### src/hw/rtl/tlb_page_table_translator_core_defines.svh
// ----------------------------------------------------------------------------
// assertion macros shared by the tlb translator rtl
// ----------------------------------------------------------------------------
`ifndef TLB_PAGE_TABLE_TRANSLATOR_CORE_DEFINES_SVH
`define TLB_PAGE_TABLE_TRANSLATOR_CORE_DEFINES_SVH

// same-cycle implication, checked at every rising edge outside reset
`define TLBPT_ASSERT_SAME(label, clk, rst, ante, cons, msg) \
   label: assert property (@(posedge clk) disable iff (rst) (ante) |-> (cons)) \
      else $error(msg);

// next-cycle implication, checked at every rising edge outside reset
`define TLBPT_ASSERT_NEXT(label, clk, rst, ante, cons, msg) \
   label: assert property (@(posedge clk) disable iff (rst) (ante) |=> (cons)) \
      else $error(msg);

`endif

### src/hw/rtl/tlbpt_pkg.sv
`timescale 1ns / 1ps
`default_nettype none
// ----------------------------------------------------------------------------
// tlbpt_pkg
// sizes, entry types and helpers shared by the tlb translator modules
// ----------------------------------------------------------------------------
package tlbpt_pkg;

   // geometry
   localparam int TLB_DEPTH   = 16;
   localparam int PAGE_COUNT  = 256;
   localparam int FRAME_TOTAL = 256;
   localparam int PAGE_BYTES  = 256;

   // derived widths
   localparam int ADDR_W   = 16;
   localparam int COUNT_W  = 32;
   localparam int OFFSET_W = $clog2(PAGE_BYTES);
   localparam int PAGE_W   = $clog2(PAGE_COUNT);
   localparam int FRAME_W  = $clog2(FRAME_TOTAL);
   localparam int FREE_W   = $clog2(FRAME_TOTAL + 1);

   // one tlb entry as it moves down the cell row
   typedef struct packed {
      logic               valid;
      logic [PAGE_W-1:0]  tag;
      logic [FRAME_W-1:0] frame;
   } tlbpt_entry_type;

   // fill request from the controller into the head of the row
   typedef struct packed {
      logic            shift;
      tlbpt_entry_type entry;
   } tlbpt_fill_type;

   // lookup result from the row back to the controller
   typedef struct packed {
      logic               hit;
      logic [FRAME_W-1:0] frame;
   } tlbpt_lookup_type;

   // saturating increment of a running count
   function automatic logic [COUNT_W-1:0] sat_inc(input logic [COUNT_W-1:0] v);
      sat_inc = (v == {COUNT_W{1'b1}}) ? v : v + 1'b1;
   endfunction

endpackage
`default_nettype wire

### src/hw/rtl/tlbpt_if.sv
`timescale 1ns / 1ps
`default_nettype none
// ----------------------------------------------------------------------------
// tlbpt channel interfaces
// valid/ready channels for the address request and the translation response
// ----------------------------------------------------------------------------
interface tlbpt_req_if;
   import tlbpt_pkg::*;

   logic              valid;
   logic              ready;
   logic [ADDR_W-1:0] virt_addr;

   modport source (output valid, output virt_addr, input ready);
   modport sink   (input valid, input virt_addr, output ready);
endinterface

interface tlbpt_rsp_if;
   import tlbpt_pkg::*;

   logic               valid;
   logic               ready;
   logic [ADDR_W-1:0]  phys_addr;
   logic               tlb_hit;
   logic               page_fault;
   logic               frames_exhausted;
   logic [COUNT_W-1:0] address_count;
   logic [COUNT_W-1:0] fault_count;
   logic [COUNT_W-1:0] hit_count;

   modport source (output valid, output phys_addr, output tlb_hit,
                   output page_fault, output frames_exhausted, output address_count,
                   output fault_count, output hit_count, input ready);
   modport sink   (input valid, input phys_addr, input tlb_hit,
                   input page_fault, input frames_exhausted, input address_count,
                   input fault_count, input hit_count, output ready);
endinterface
`default_nettype wire

### src/hw/rtl/tlbpt_ram.sv
`timescale 1ns / 1ps
`default_nettype none
// ----------------------------------------------------------------------------
// tlbpt_ram
// generic single write port, single read port ram with registered read data
// ----------------------------------------------------------------------------
module tlbpt_ram #(
   parameter int WIDTH = 8,
   parameter int DEPTH = 256
) (
   input  logic                     clock,
   input  logic                     wr_en,
   input  logic [$clog2(DEPTH)-1:0] wr_addr,
   input  logic [WIDTH-1:0]         wr_data,
   input  logic                     rd_en,
   input  logic [$clog2(DEPTH)-1:0] rd_addr,
   output logic [WIDTH-1:0]         rd_data
);

   logic [WIDTH-1:0] mem_ff [DEPTH];
   logic [WIDTH-1:0] rd_data_ff;

   // write port
   always_ff @(posedge clock) begin
      if (wr_en) begin
         mem_ff[wr_addr] <= wr_data;
      end
   end

   // registered read port, holds until the next read
   always_ff @(posedge clock) begin
      if (rd_en) begin
         rd_data_ff <= mem_ff[rd_addr];
      end
   end

   assign rd_data = rd_data_ff;

endmodule
`default_nettype wire

### src/hw/rtl/tlbpt_cell.sv
`timescale 1ns / 1ps
`default_nettype none
// ----------------------------------------------------------------------------
// tlbpt_cell
// one tlb entry: holds tag and frame, compares its tag, passes its entry on
// ----------------------------------------------------------------------------
module tlbpt_cell (
   input  logic                      clock,
   input  logic                      reset,
   input  logic                      shift,
   input  tlbpt_pkg::tlbpt_entry_type prev_entry,
   input  logic [tlbpt_pkg::PAGE_W-1:0] page,
   output tlbpt_pkg::tlbpt_entry_type entry,
   output logic                      match
);
   import tlbpt_pkg::*;

   logic               valid_ff;
   logic [PAGE_W-1:0]  tag_ff;
   logic [FRAME_W-1:0] frame_ff;

   // valid bit, cleared by reset
   always_ff @(posedge clock) begin
      if (reset) begin
         valid_ff <= 1'b0;
      end else if (shift) begin
         valid_ff <= prev_entry.valid;
      end
   end

   // tag and frame payload, taken from the upstream neighbor on a shift
   always_ff @(posedge clock) begin
      if (shift) begin
         tag_ff   <= prev_entry.tag;
         frame_ff <= prev_entry.frame;
      end
   end

   // local tag compare
   assign match = valid_ff && (tag_ff == page);

   assign entry.valid = valid_ff;
   assign entry.tag   = tag_ff;
   assign entry.frame = frame_ff;

endmodule
`default_nettype wire

### src/hw/rtl/tlbpt_tlb.sv
`timescale 1ns / 1ps
`default_nettype none
`include "tlb_page_table_translator_core_defines.svh"
// ----------------------------------------------------------------------------
// tlbpt_tlb
// fully associative tlb built as a shifting row of cells; new entries enter
// at the head and the oldest entry drops off the tail, giving fifo refill
// ----------------------------------------------------------------------------
module tlbpt_tlb (
   input  logic                         clock,
   input  logic                         reset,
   input  tlbpt_pkg::tlbpt_fill_type    fill,
   input  logic [tlbpt_pkg::PAGE_W-1:0] page,
   output tlbpt_pkg::tlbpt_lookup_type  lookup
);
   import tlbpt_pkg::*;

   tlbpt_entry_type      entry_w [TLB_DEPTH];
   logic [TLB_DEPTH-1:0] match_w;
   logic [FRAME_W-1:0]   frame_w;

   // row of cells, each fed by its upstream neighbor
   for (genvar i = 0; i < TLB_DEPTH; i++) begin : g_cell
      if (i == 0) begin : g_head
         tlbpt_cell u_cell (
            .clock      (clock),
            .reset      (reset),
            .shift      (fill.shift),
            .prev_entry (fill.entry),
            .page       (page),
            .entry      (entry_w[i]),
            .match      (match_w[i])
         );
      end else begin : g_body
         tlbpt_cell u_cell (
            .clock      (clock),
            .reset      (reset),
            .shift      (fill.shift),
            .prev_entry (entry_w[i-1]),
            .page       (page),
            .entry      (entry_w[i]),
            .match      (match_w[i])
         );
      end
   end

   // merge the frame of the matching cell, at most one matches
   always_comb begin
      frame_w = '0;
      for (int i = 0; i < TLB_DEPTH; i++) begin
         frame_w = frame_w | (match_w[i] ? entry_w[i].frame : '0);
      end
   end

   assign lookup.hit   = |match_w;
   assign lookup.frame = frame_w;

   // a page is only ever filled after a miss, so it lives in one cell at most
   `TLBPT_ASSERT_SAME(a_single_match, clock, reset, 1'b1, $onehot0(match_w), "tlb page in two cells")

endmodule
`default_nettype wire

### src/hw/rtl/tlb_page_table_translator_core.sv
`timescale 1ns / 1ps
`default_nettype none
`include "tlb_page_table_translator_core_defines.svh"
// ----------------------------------------------------------------------------
// tlb_page_table_translator_core
// Logical to physical address translator with a 16-entry fifo-refilled tlb
// and a demand-paged page table. Each address passes through two states: in
// S_IDLE the accept issues the page-table ram read, S_RESOLVE does the tlb
// compare, resolves hit, page-table lookup or frame allocation, writes back
// the page table and tlb, and loads the response register. The registered
// read of the page-table ram is why resolve is a state of its own; the block
// takes one address at a time, and S_RESOLVE waits while an earlier response
// is still held on rsp. Page-table valid bits are flip-flops cleared by reset,
// so no clearing pass is needed. When all frames are used a faulting address
// gets frames_exhausted and leaves every piece of state untouched.
// ----------------------------------------------------------------------------
module tlb_page_table_translator_core (
   input  logic         clock,
   input  logic         reset,
   tlbpt_req_if.sink    req,
   tlbpt_rsp_if.source  rsp
);
   import tlbpt_pkg::*;

   typedef enum logic [1:0] {
      S_IDLE    = 2'b01,
      S_RESOLVE = 2'b10
   } tlbpt_state_type;

   tlbpt_state_type state_ff, state_in;

   logic [PAGE_W-1:0]    page_ff;
   logic [OFFSET_W-1:0]  offset_ff;
   logic [PAGE_COUNT-1:0] pm_valid_ff;
   logic [FREE_W-1:0]    free_ptr_ff, free_ptr_in;
   logic [COUNT_W-1:0]   translated_ff, translated_in;
   logic [COUNT_W-1:0]   faults_ff, faults_in;
   logic [COUNT_W-1:0]   hits_ff, hits_in;

   logic                 rsp_valid_ff;
   logic [ADDR_W-1:0]    rsp_phys_ff;
   logic                 rsp_hit_ff;
   logic                 rsp_fault_ff;
   logic                 rsp_exhaust_ff;
   logic [COUNT_W-1:0]   rsp_translated_ff;
   logic [COUNT_W-1:0]   rsp_faults_ff;
   logic [COUNT_W-1:0]   rsp_hits_ff;

   logic                 accept;
   logic                 fire;
   logic [PAGE_W-1:0]    req_page;
   logic [FRAME_W-1:0]   pm_frame;
   logic                 pm_valid;
   logic                 miss;
   logic                 fault;
   logic                 exhaust;
   logic                 alloc;
   logic [FRAME_W-1:0]   frame_sel;
   logic [ADDR_W-1:0]    phys;
   tlbpt_fill_type       fill;
   tlbpt_lookup_type     lookup;

   // input handshake and page split
   assign req.ready = (state_ff == S_IDLE);
   assign accept    = req.valid && req.ready;
   assign req_page  = PAGE_W'(req.virt_addr >> OFFSET_W);

   // resolve completes once the response register is free
   assign fire = (state_ff == S_RESOLVE) && (!rsp_valid_ff || rsp.ready);

   // sequencer
   always_comb begin
      state_in = state_ff;
      unique case (state_ff)
         S_IDLE: begin
            if (accept) begin
               state_in = S_RESOLVE;
            end
         end
         S_RESOLVE: begin
            if (fire) begin
               state_in = S_IDLE;
            end
         end
         default: state_in = S_IDLE;
      endcase
   end

   always_ff @(posedge clock) begin
      if (reset) begin
         state_ff <= S_IDLE;
      end else begin
         state_ff <= state_in;
      end
   end

   // capture the transaction's page and offset
   always_ff @(posedge clock) begin
      if (accept) begin
         page_ff   <= req_page;
         offset_ff <= req.virt_addr[OFFSET_W-1:0];
      end
   end

   // page-table frame store, read on accept, written on allocation
   tlbpt_ram #(
      .WIDTH (FRAME_W),
      .DEPTH (PAGE_COUNT)
   ) u_page_map (
      .clock   (clock),
      .wr_en   (fire && alloc),
      .wr_addr (page_ff),
      .wr_data (frame_sel),
      .rd_en   (accept),
      .rd_addr (req_page),
      .rd_data (pm_frame)
   );

   // tlb row
   tlbpt_tlb u_tlb (
      .clock  (clock),
      .reset  (reset),
      .fill   (fill),
      .page   (page_ff),
      .lookup (lookup)
   );

   // resolve: hit, page-table hit, allocation or exhaustion
   assign pm_valid  = pm_valid_ff[page_ff];
   assign miss      = !lookup.hit;
   assign fault     = miss && !pm_valid;
   assign exhaust   = fault && (free_ptr_ff >= FREE_W'(FRAME_TOTAL));
   assign alloc     = fault && !exhaust;

   always_comb begin
      priority if (lookup.hit) begin
         frame_sel = lookup.frame;
      end else if (pm_valid) begin
         frame_sel = pm_frame;
      end else begin
         frame_sel = free_ptr_ff[FRAME_W-1:0];
      end
   end

   assign phys = ADDR_W'({frame_sel, offset_ff});

   // refill the tlb head after any miss that got a frame
   assign fill.shift       = fire && miss && !exhaust;
   assign fill.entry.valid = 1'b1;
   assign fill.entry.tag   = page_ff;
   assign fill.entry.frame = frame_sel;

   // page-table valid bits
   always_ff @(posedge clock) begin
      if (reset) begin
         pm_valid_ff <= '0;
      end else if (fire && alloc) begin
         pm_valid_ff[page_ff] <= 1'b1;
      end
   end

   // next free frame and running totals
   always_comb begin
      free_ptr_in   = free_ptr_ff;
      translated_in = translated_ff;
      faults_in     = faults_ff;
      hits_in       = hits_ff;
      if (alloc) begin
         free_ptr_in = free_ptr_ff + 1'b1;
         faults_in   = sat_inc(faults_ff);
      end
      if (lookup.hit) begin
         hits_in = sat_inc(hits_ff);
      end
      if (!exhaust) begin
         translated_in = sat_inc(translated_ff);
      end
   end

   always_ff @(posedge clock) begin
      if (reset) begin
         free_ptr_ff   <= '0;
         translated_ff <= '0;
         faults_ff     <= '0;
         hits_ff       <= '0;
      end else if (fire) begin
         free_ptr_ff   <= free_ptr_in;
         translated_ff <= translated_in;
         faults_ff     <= faults_in;
         hits_ff       <= hits_in;
      end
   end

   // response register
   always_ff @(posedge clock) begin
      if (reset) begin
         rsp_valid_ff <= 1'b0;
      end else if (fire) begin
         rsp_valid_ff <= 1'b1;
      end else if (rsp.ready) begin
         rsp_valid_ff <= 1'b0;
      end
   end

   always_ff @(posedge clock) begin
      if (fire) begin
         rsp_phys_ff       <= exhaust ? '0 : phys;
         rsp_hit_ff        <= lookup.hit;
         rsp_fault_ff      <= alloc;
         rsp_exhaust_ff    <= exhaust;
         rsp_translated_ff <= translated_in;
         rsp_faults_ff     <= faults_in;
         rsp_hits_ff       <= hits_in;
      end
   end

   assign rsp.valid            = rsp_valid_ff;
   assign rsp.phys_addr        = rsp_phys_ff;
   assign rsp.tlb_hit          = rsp_hit_ff;
   assign rsp.page_fault       = rsp_fault_ff;
   assign rsp.frames_exhausted = rsp_exhaust_ff;
   assign rsp.address_count    = rsp_translated_ff;
   assign rsp.fault_count      = rsp_faults_ff;
   assign rsp.hit_count        = rsp_hits_ff;

   // checks
   `TLBPT_ASSERT_SAME(a_free_ptr_range, clock, reset, 1'b1,
      free_ptr_ff <= FREE_W'(FRAME_TOTAL), "free frame pointer past frame total")
   `TLBPT_ASSERT_NEXT(a_alloc_step, clock, reset, fire && alloc,
      free_ptr_ff == $past(free_ptr_ff) + 1'b1, "allocation did not advance free pointer")
   `TLBPT_ASSERT_NEXT(a_exhaust_frozen, clock, reset, fire && exhaust,
      $stable(translated_ff) && $stable(free_ptr_ff) && $stable(pm_valid_ff),
      "state changed on exhausted frames")
   `TLBPT_ASSERT_SAME(a_rsp_flags, clock, reset, rsp_valid_ff,
      !(rsp_hit_ff && rsp_fault_ff) && !(rsp_exhaust_ff && (rsp_hit_ff || rsp_fault_ff)),
      "conflicting response flags")

endmodule
`default_nettype wire

### src/flat_wrapper.sv
// flat-port wrapper written by rule: the top's interface ports become plain ports
module tlb_page_table_translator_core_flat import tlbpt_pkg::*;
  (clock, reset, req_valid, req_virt_addr, req_ready, rsp_valid, rsp_phys_addr, rsp_tlb_hit, rsp_page_fault, rsp_frames_exhausted, rsp_address_count, rsp_fault_count, rsp_hit_count, rsp_ready);
  tlbpt_req_if req_i ();
  tlbpt_rsp_if rsp_i ();
  input  logic clock;
  input  logic reset;
  input wire logic [$bits(req_i.valid)-1:0] req_valid;
  input wire logic [$bits(req_i.virt_addr)-1:0] req_virt_addr;
  output wire logic [$bits(req_i.ready)-1:0] req_ready;
  output wire logic [$bits(rsp_i.valid)-1:0] rsp_valid;
  output wire logic [$bits(rsp_i.phys_addr)-1:0] rsp_phys_addr;
  output wire logic [$bits(rsp_i.tlb_hit)-1:0] rsp_tlb_hit;
  output wire logic [$bits(rsp_i.page_fault)-1:0] rsp_page_fault;
  output wire logic [$bits(rsp_i.frames_exhausted)-1:0] rsp_frames_exhausted;
  output wire logic [$bits(rsp_i.address_count)-1:0] rsp_address_count;
  output wire logic [$bits(rsp_i.fault_count)-1:0] rsp_fault_count;
  output wire logic [$bits(rsp_i.hit_count)-1:0] rsp_hit_count;
  input wire logic [$bits(rsp_i.ready)-1:0] rsp_ready;
  assign req_i.valid = req_valid;
  assign req_i.virt_addr = req_virt_addr;
  assign req_ready = req_i.ready;
  assign rsp_valid = rsp_i.valid;
  assign rsp_phys_addr = rsp_i.phys_addr;
  assign rsp_tlb_hit = rsp_i.tlb_hit;
  assign rsp_page_fault = rsp_i.page_fault;
  assign rsp_frames_exhausted = rsp_i.frames_exhausted;
  assign rsp_address_count = rsp_i.address_count;
  assign rsp_fault_count = rsp_i.fault_count;
  assign rsp_hit_count = rsp_i.hit_count;
  assign rsp_i.ready = rsp_ready;
  tlb_page_table_translator_core u_core (.clock(clock), .reset(reset), .req(req_i), .rsp(rsp_i));
endmodule
### config.mk
export PLATFORM = sky130hd
export DESIGN_NAME = tlb_page_table_translator_core_flat
export DESIGN_NICKNAME = d
export VERILOG_FILES = /design/src/hw/rtl/tlbpt_pkg.sv /design/src/hw/rtl/tlbpt_if.sv /design/src/hw/rtl/tlbpt_ram.sv /design/src/hw/rtl/tlbpt_cell.sv /design/src/hw/rtl/tlbpt_tlb.sv /design/src/hw/rtl/tlb_page_table_translator_core.sv /design/src/flat_wrapper.sv
export VERILOG_INCLUDE_DIRS = /design/src /design/src/hw/rtl
export SDC_FILE = /design/constraint.sdc
export NUM_CORES = 2
export LEC_CHECK = 0
export BUFFER_PORTS_ARGS = -buffer_cell sky130_fd_sc_hd__buf_2
export CELL_PAD_IN_SITES_DETAIL_PLACEMENT = 1
export CELL_PAD_IN_SITES_GLOBAL_PLACEMENT = 1
export CORE_AREA = 4 4 699 701
export DETAILED_ROUTE_END_ITERATION = 8
export DIE_AREA = 0 0 703 705
export MAX_ROUTING_LAYER = met4
export PLACE_DENSITY_LB_ADDON = 0.1
export SYNTH_ARGS = -nofsm -noshare
export SYNTH_HDL_FRONTEND = slang
export SYNTH_SLANG_ARGS = --single-unit
export TNS_END_PERCENT = 1
### constraint.sdc
create_clock -name clock -period 15.3 [get_ports clock]
set_clock_uncertainty 0.15 [all_clocks]
set_input_delay 0.765 -clock clock [delete_from_list [all_inputs] [get_ports clock]]
set_output_delay 0.765 -clock clock [all_outputs]
set_load 0.1 [all_outputs]
## Word level (Yosys, flattened, before mapping)

Memory sizes are Yosys's and may differ from the RTL's. A register that Yosys moved wholly into a read port is not among the register bits.
Cells that the tools add are included.

| word-level totals | value |
|---|---|
| memories | 1 |
| output and inout port bits | 117 |
| bits in writable memories | 2,048 |
| bits of input ports | 20 |
| logic and storage cells | 180 |
| flip-flop bits (word level) | 767 |

Memories:

| name | words | bits a word | read ports | clocked after Yosys merged registers in | wr ports | line | RTL |
|---|---|---|---|---|---|---|---|
| u_core.u_page_map.mem_ff | 256 | 8 | 1 | 1 | 1 | tlbpt_ram.sv:20 | `logic [WIDTH-1:0] mem_ff [DEPTH];` |

| cells by class | value |
|---|---|
| bitwise operators | 16 |
| reduce and logical (&&, ||, !) cells | 34 |
| order comparisons | 3 |
| multiplexer cells | 35 |
| $add $sub $neg | 4 |
| equal/unequal tests | 23 |

Operator list:

| kind | count |
|---|---|
| $or A256 B256 Y256 | 1 |
| $mux W32 | 6 |
| $mux W8 | 18 |
| $eq A8 B8 Y1 | 16 |
| $or A8 B8 Y8 | 15 |
| $add A32 B1 Y32 const B | 3 |
| $eq A32 B32 Y1 const B | 3 |
| $logic_and A1 B1 Y1 | 25 |
| $reduce_or A16 Y1 | 1 |
| $add A9 B1 Y9 const B | 1 |
| $ge A9 B9 Y1 const B | 1 |
| $lt A8 B9 Y1 const B | 1 |
| $bmux W1 S8 | 1 |
| $demux W1 S8 | 1 |
| $ge A8 B1 Y1 const B | 1 |
| $mux W1 | 6 |
| $logic_not A1 Y1 | 4 |
| $mux W2 | 2 |
| $pmux W2 S2 | 1 |
| $reduce_and A2 Y1 | 2 |
| $eq A2 B1 Y1 const B | 1 |
| $eq A2 B2 Y1 const B | 1 |
| $ne A2 B1 Y1 const B | 1 |
| $ne A2 B2 Y1 const B | 1 |
| 2 further kinds | 2 |

## Depth between registers and ports, before layout

| logic depth | value |
|---|---|
| depth after elaboration | 19 |
| depth in mapped cells | 17 |
| gate-level depth less buffers | 10 |

## Hierarchy

A second synthesis with hierarchy kept.

| unflattened totals | value |
|---|---|
| cell total of the unflattened synthesis | 6,560 |
| area total of the unflattened synthesis | 112,491.6 um2 |

By module, submodules not included:

| module | area each (um2) | cells an instance | sequential area each (um2) | instances |
|---|---|---|---|---|
| tlbpt_ram | 79,636.4 | 3,733 | 61,739.2 | 1 |
| tlb_page_table_translator_core | 22,195.0 | 2,222 | 11,220.8 | 1 |
| tlbpt_cell | 616.8 | 32 | 500.5 | 16 |
| tlbpt_tlb | 790.8 | 93 | 0.0 | 1 |

## Worst setup path after synthesis

No wires, ideal clock.

| timing | value |
|---|---|
| kind | reg2reg |
| start point | reg u_core.page_ff[1] |
| end point | mem u_core.u_page_map.mem_ff[0][2] (data pin) |
| required time | 12.956 ns |
| setup time | 2.194 ns |
| stages on the path, launching flop included | 14 |
| slack | 0.122 ns |
| path buffers | 5 |
| data arrival time | 12.834 ns |
| clock period less this slack | 15.178 ns |
| path through | edfxtp_1 > buf_2 > buf_2 > inv_1 > buf_2 > mux2i_1 > o2bb2ai_1 > or4_1 > o2111ai_1 > o41a_1 > buf_2 > buf_2 > a21oi_1 > o21ai_0 |

RTL lines:

| what | line | RTL |
|---|---|---|
| from (decl) | tlb_page_table_translator_core.sv:32 | `logic [PAGE_W-1:0] page_ff;` |
| from (signal assigned) | tlb_page_table_translator_core.sv:100 | `page_ff <= req_page;` |
| to (decl) | tlbpt_ram.sv:20 |  |

## Final worst setup path

| timing | value |
|---|---|
| start point | reg u_core.page_ff[0] |
| end point | mem u_core.u_page_map.mem_ff[123][7] (enable) |

| between the ends | value |
|---|---|
| cells in the longest elaborated chain, start to end | 11 |
| elaborated cells on any way between the ends | 44 |
| those cells by class | eq/ne: 16; mux: 4; reduce/logical: 24 |

RTL lines:

| what |
|---|
| parallel branches: the longest is 11 deep, another holds $bmux W1 S8 |

Several ways; the timed one is not identified. The select of a mux whose other input is x is not followed.

==> reports/results.ini <==
[outcome]
status = completed

[logic_synthesis]
yosysMostFrequentCell = edfxtp_1
ys_seq_elements = 2823
ys_seq_area_share_pct = 73.2
synthFlopType = edfxtp_1
avgSynthCellArea_um2 = 19.3
syn-cell-area_mm2 = 0.111
synth.largest_area_cell = edfxtp_1
yosys_warnings = 0
synth_edf_count = 2443
syn_nets = 5767
synth_top_area_share_pct = 66.3
yosys.cell_types.count = 69
synth_common_cells = edfxtp_1 (2443), mux4_2 (722), dfxtp_1 (380), nor3_1 (279), o21a_1 (258)
async_flop_share_pct = 0
synthCells = 5743
synthTopCellsByArea = edfxtp_1 (66%), mux4_2 (15%), dfxtp_1 (6.9%)

[clock_network]
ctsHtreeMaxLevel = 5
cts_tree = yes
cts_resized = 0
clk_latency_ps = 960
clk_pin_slew_worst_paths_ps = 60
clock_sinks = 2823
cts_buffers = 347
cts-root-buf = clkbuf_16
clock_path_buffers = 4

[grt]
antenna_found_initial = 38
grt_max_degree = 193
track_usage_pct = 14.8
grt_first_pass_wirelength_um = 506000
grt_pass1_vias = 61500
grt-ovfl-total = 0

[route]
route.vias.total = 57400
drt-total-wl_um = 361000
routedWlPerCell_um = 27.8
ant_nets = 0
vias_per_cell = 4.42
drc_errors = 0
drtIter0Drc = 4003
firstDrtPassIters = 6

[sta]
finalHoldViolCount = 0
fin_crit_sh_pct = 46.4
fin_setup_tns_ps = 0
rsz0062_at_grt = no
holdWs_ps = 154
fin_crit_ps = 7100
setup_violations = 0
tightestPinTransition_ps = 1190
max_freq_mhz = 141
slew_headroom_pct = 19.9
finalMaxSlewViolations = 0

[critical_path]
crit_path_end_kind = flop
path_max_fanout = 122
start_kind = flop
worst_r2r_path_depth = 14
timing.critical_path.arrival_ps = 7570
regToRegEndpoint = u_core.u_page_map.mem_ff[123][7]
timing.rr.start = u_core.page_ff[0]
required_ps = 15770
path_class = flop to flop
ff2ff_setup_slack_ps = 8200

[floorplan]
start_util_pct = 23.0
ioPinCount = 137
die_w_um = 703
core_mm2 = 0.482
core.rowCount = 255
dieArea_mm2 = 0.496
die_h_um = 705

[place]
portBuffers = 136
gp_congestion = 0.763
dp_cells = 12300
place_area_mm2 = 0.121
hpwl_um = 233000

[power]
cellLeakagePower_nw = 41.2
irDropWorstVdd_mv = 0.0995
powerDensity_mw_per_mm2 = 133

[layout]
fin_util_pct = 27.5
fin_cells = 13000
drive_above_1_share_pct = 27.7
syn_to_final_growth_pct = 19.8
fin_nets = 6272
post-route-cell-area_mm2 = 0.132

[min_path]
whs_path_depth = 3
hold_path.class = input pin to flop
hp-start = reset
holdPathEnd = u_core.state_ff[1]

[job]
drv_cap = 0

worst max path at each step:
stage,slack (ps),from,endpoint,cells past startpoint
2_1_floorplan,120,u_core.page_ff[1],u_core.u_page_map.mem_ff[0][2],13
3_3_place_gp,8100,u_core.page_ff[0],u_core.u_page_map.mem_ff[250][5],13
3_5_place_dp,8000,u_core.page_ff[0],u_core.u_page_map.mem_ff[233][5],12
4_1_cts,7930,u_core.page_ff[0],u_core.u_page_map.mem_ff[160][5],13
5_1_grt,7860,u_core.page_ff[0],u_core.u_page_map.mem_ff[123][4],14
6_report,8200,u_core.page_ff[0],u_core.u_page_map.mem_ff[123][7],14
report_power, final:
group          switching [mW]  internal, mW
registers              0.0139          8.50
clock network            3.36          4.79
logic                   0.683         0.276
total                    4.06          13.6
stage by stage:
stage	total power, mW	setup WS, ps
after global routing	18.3	7860
after global placement	9.67	8100
final	17.6	8200
after detailed placement	9.68	8000
after floorplan	9.32	122
after CTS	18.0	7930
placed cells by master, fill, tap and decap left out, drive strengths merged, types with 9 or more instances in the layout:
cell type / synthesis / final
nor2: 153 / 153
inv: 27 / 39
a21oi: 83 / 83
dlygate4sd3: 0 / 10
a22o: 22 / 22
o21ai: 43 / 43
nor4: 27 / 27
dfxtp: 380 / 380
mux2: 17 / 17
mux2i: 74 / 74
a221oi: 20 / 20
nand2: 176 / 176
edfxtp: 2443 / 2443
or4: 40 / 40
diode: 0 / 14
nor3: 300 / 300
buf: 143 / 490
and3: 27 / 27
clkbuf: 201 / 486
and2: 19 / 19
o21a: 258 / 258
mux4: 723 / 723
xnor2: 169 / 169
or3: 36 / 36
a22oi: 42 / 42
bufinv: 0 / 23
o31ai: 25 / 25
nand4: 48 / 48
nand2b: 11 / 11
nand3: 70 / 70
o41ai: 9 / 9
nor2b: 12 / 12
clkinv: 1 / 121
xor2: 69 / 69
layout make-up:
| class | count | area (um^2) |
|---|---|---|
| fillers | 49600 | 349000 |
| clock buffers | 486 | 9590 |
| inverters | 28 | 118 |
| well taps | 6425 | 8040 |
| multi-input cells | 2548 | 28500 |
| clock inverters | 159 | 1650 |
| flip-flops and latches | 2823 | 81000 |
| repair buffers | 500 | 3580 |
| diodes | 14 | 35.0 |
cells by family (layout without fill, tap and decap cells):
family                   Yosys count  after routing  synth area share [%]
AO/OA/AOI/OAI                    551            551                  3.54
XOR/XNOR                         238            238                  1.88
adder cells (fa/ha/maj)            4              4                0.0452
buffers and inverters            372           1173                  1.41
flip-flops                      2823           2823                  73.2
multiplexers                     814            814                  15.6
other                              0             14                     0
AND/OR/NAND/NOR                  941            941                  4.36
sequential cells by signal (all words and copies together) (netlist names):
name and count:
u_core.u_page_map.mem_ff 2048, u_core.pm_valid_ff 256, u_core.u_tlb.g_cell.g_body.u_cell.frame_ff 120, u_core.u_tlb.g_cell.g_body.u_cell.tag_ff 120, u_core.faults_ff 32, u_core.hits_ff 32, u_core.rsp.address_count 32, u_core.rsp.fault_count 32
u_core.rsp.hit_count 32, u_core.translated_ff 32, u_core.rsp.phys_addr 16, u_core.u_tlb.g_cell.g_body.u_cell.valid_ff 15, u_core.free_ptr_ff 9, u_core.offset_ff 8, u_core.page_ff 8, u_core.u_page_map.rd_data 8
u_core.u_tlb.g_cell.g_head.u_cell.frame_ff 8, u_core.u_tlb.g_cell.g_head.u_cell.tag_ff 8, u_core.state_ff 2, u_core.rsp.frames_exhausted 1, u_core.rsp.page_fault 1, u_core.rsp.tlb_hit 1, u_core.rsp.valid 1, u_core.u_tlb.g_cell.g_head.u_cell.valid_ff 1
what timing repair did:
action	4_1_cts	5_1_grt
setup endpoints to repair	0	0
endpoints found under the hold margin	10	0
hold buffers	10	0
buffers inserted	0	0
metal layers:
| metal | global-route usage [%] | up-vias | share of wire (%) |
|---|---|---|---|
| li1 | - | 24600 | - |
| met1 | 20.5 | 31300 | 47 |
| met2 | 23.2 | 1050 | 47 |
| met3 | 1.83 | 421 | 3.9 |
| met4 | 3.17 | 0 | 2.1 |
| met5 | - | - | 0 |
worst max-delay path: stages (launching register included):
cell and delay [ps]:
edfxtp_1 440, buf_4 350, buf_4 640, mux4_2 610
mux4_2 480, nor2_1 130, o21ai_1 110, o311a_1 200
o41ai_4 640, buf_4 440, nand3_4 430, buf_12 390
buf_4 470, nor3_1 700, buf_4 280
No activity file was read; power rests on OpenSTA's default activity.
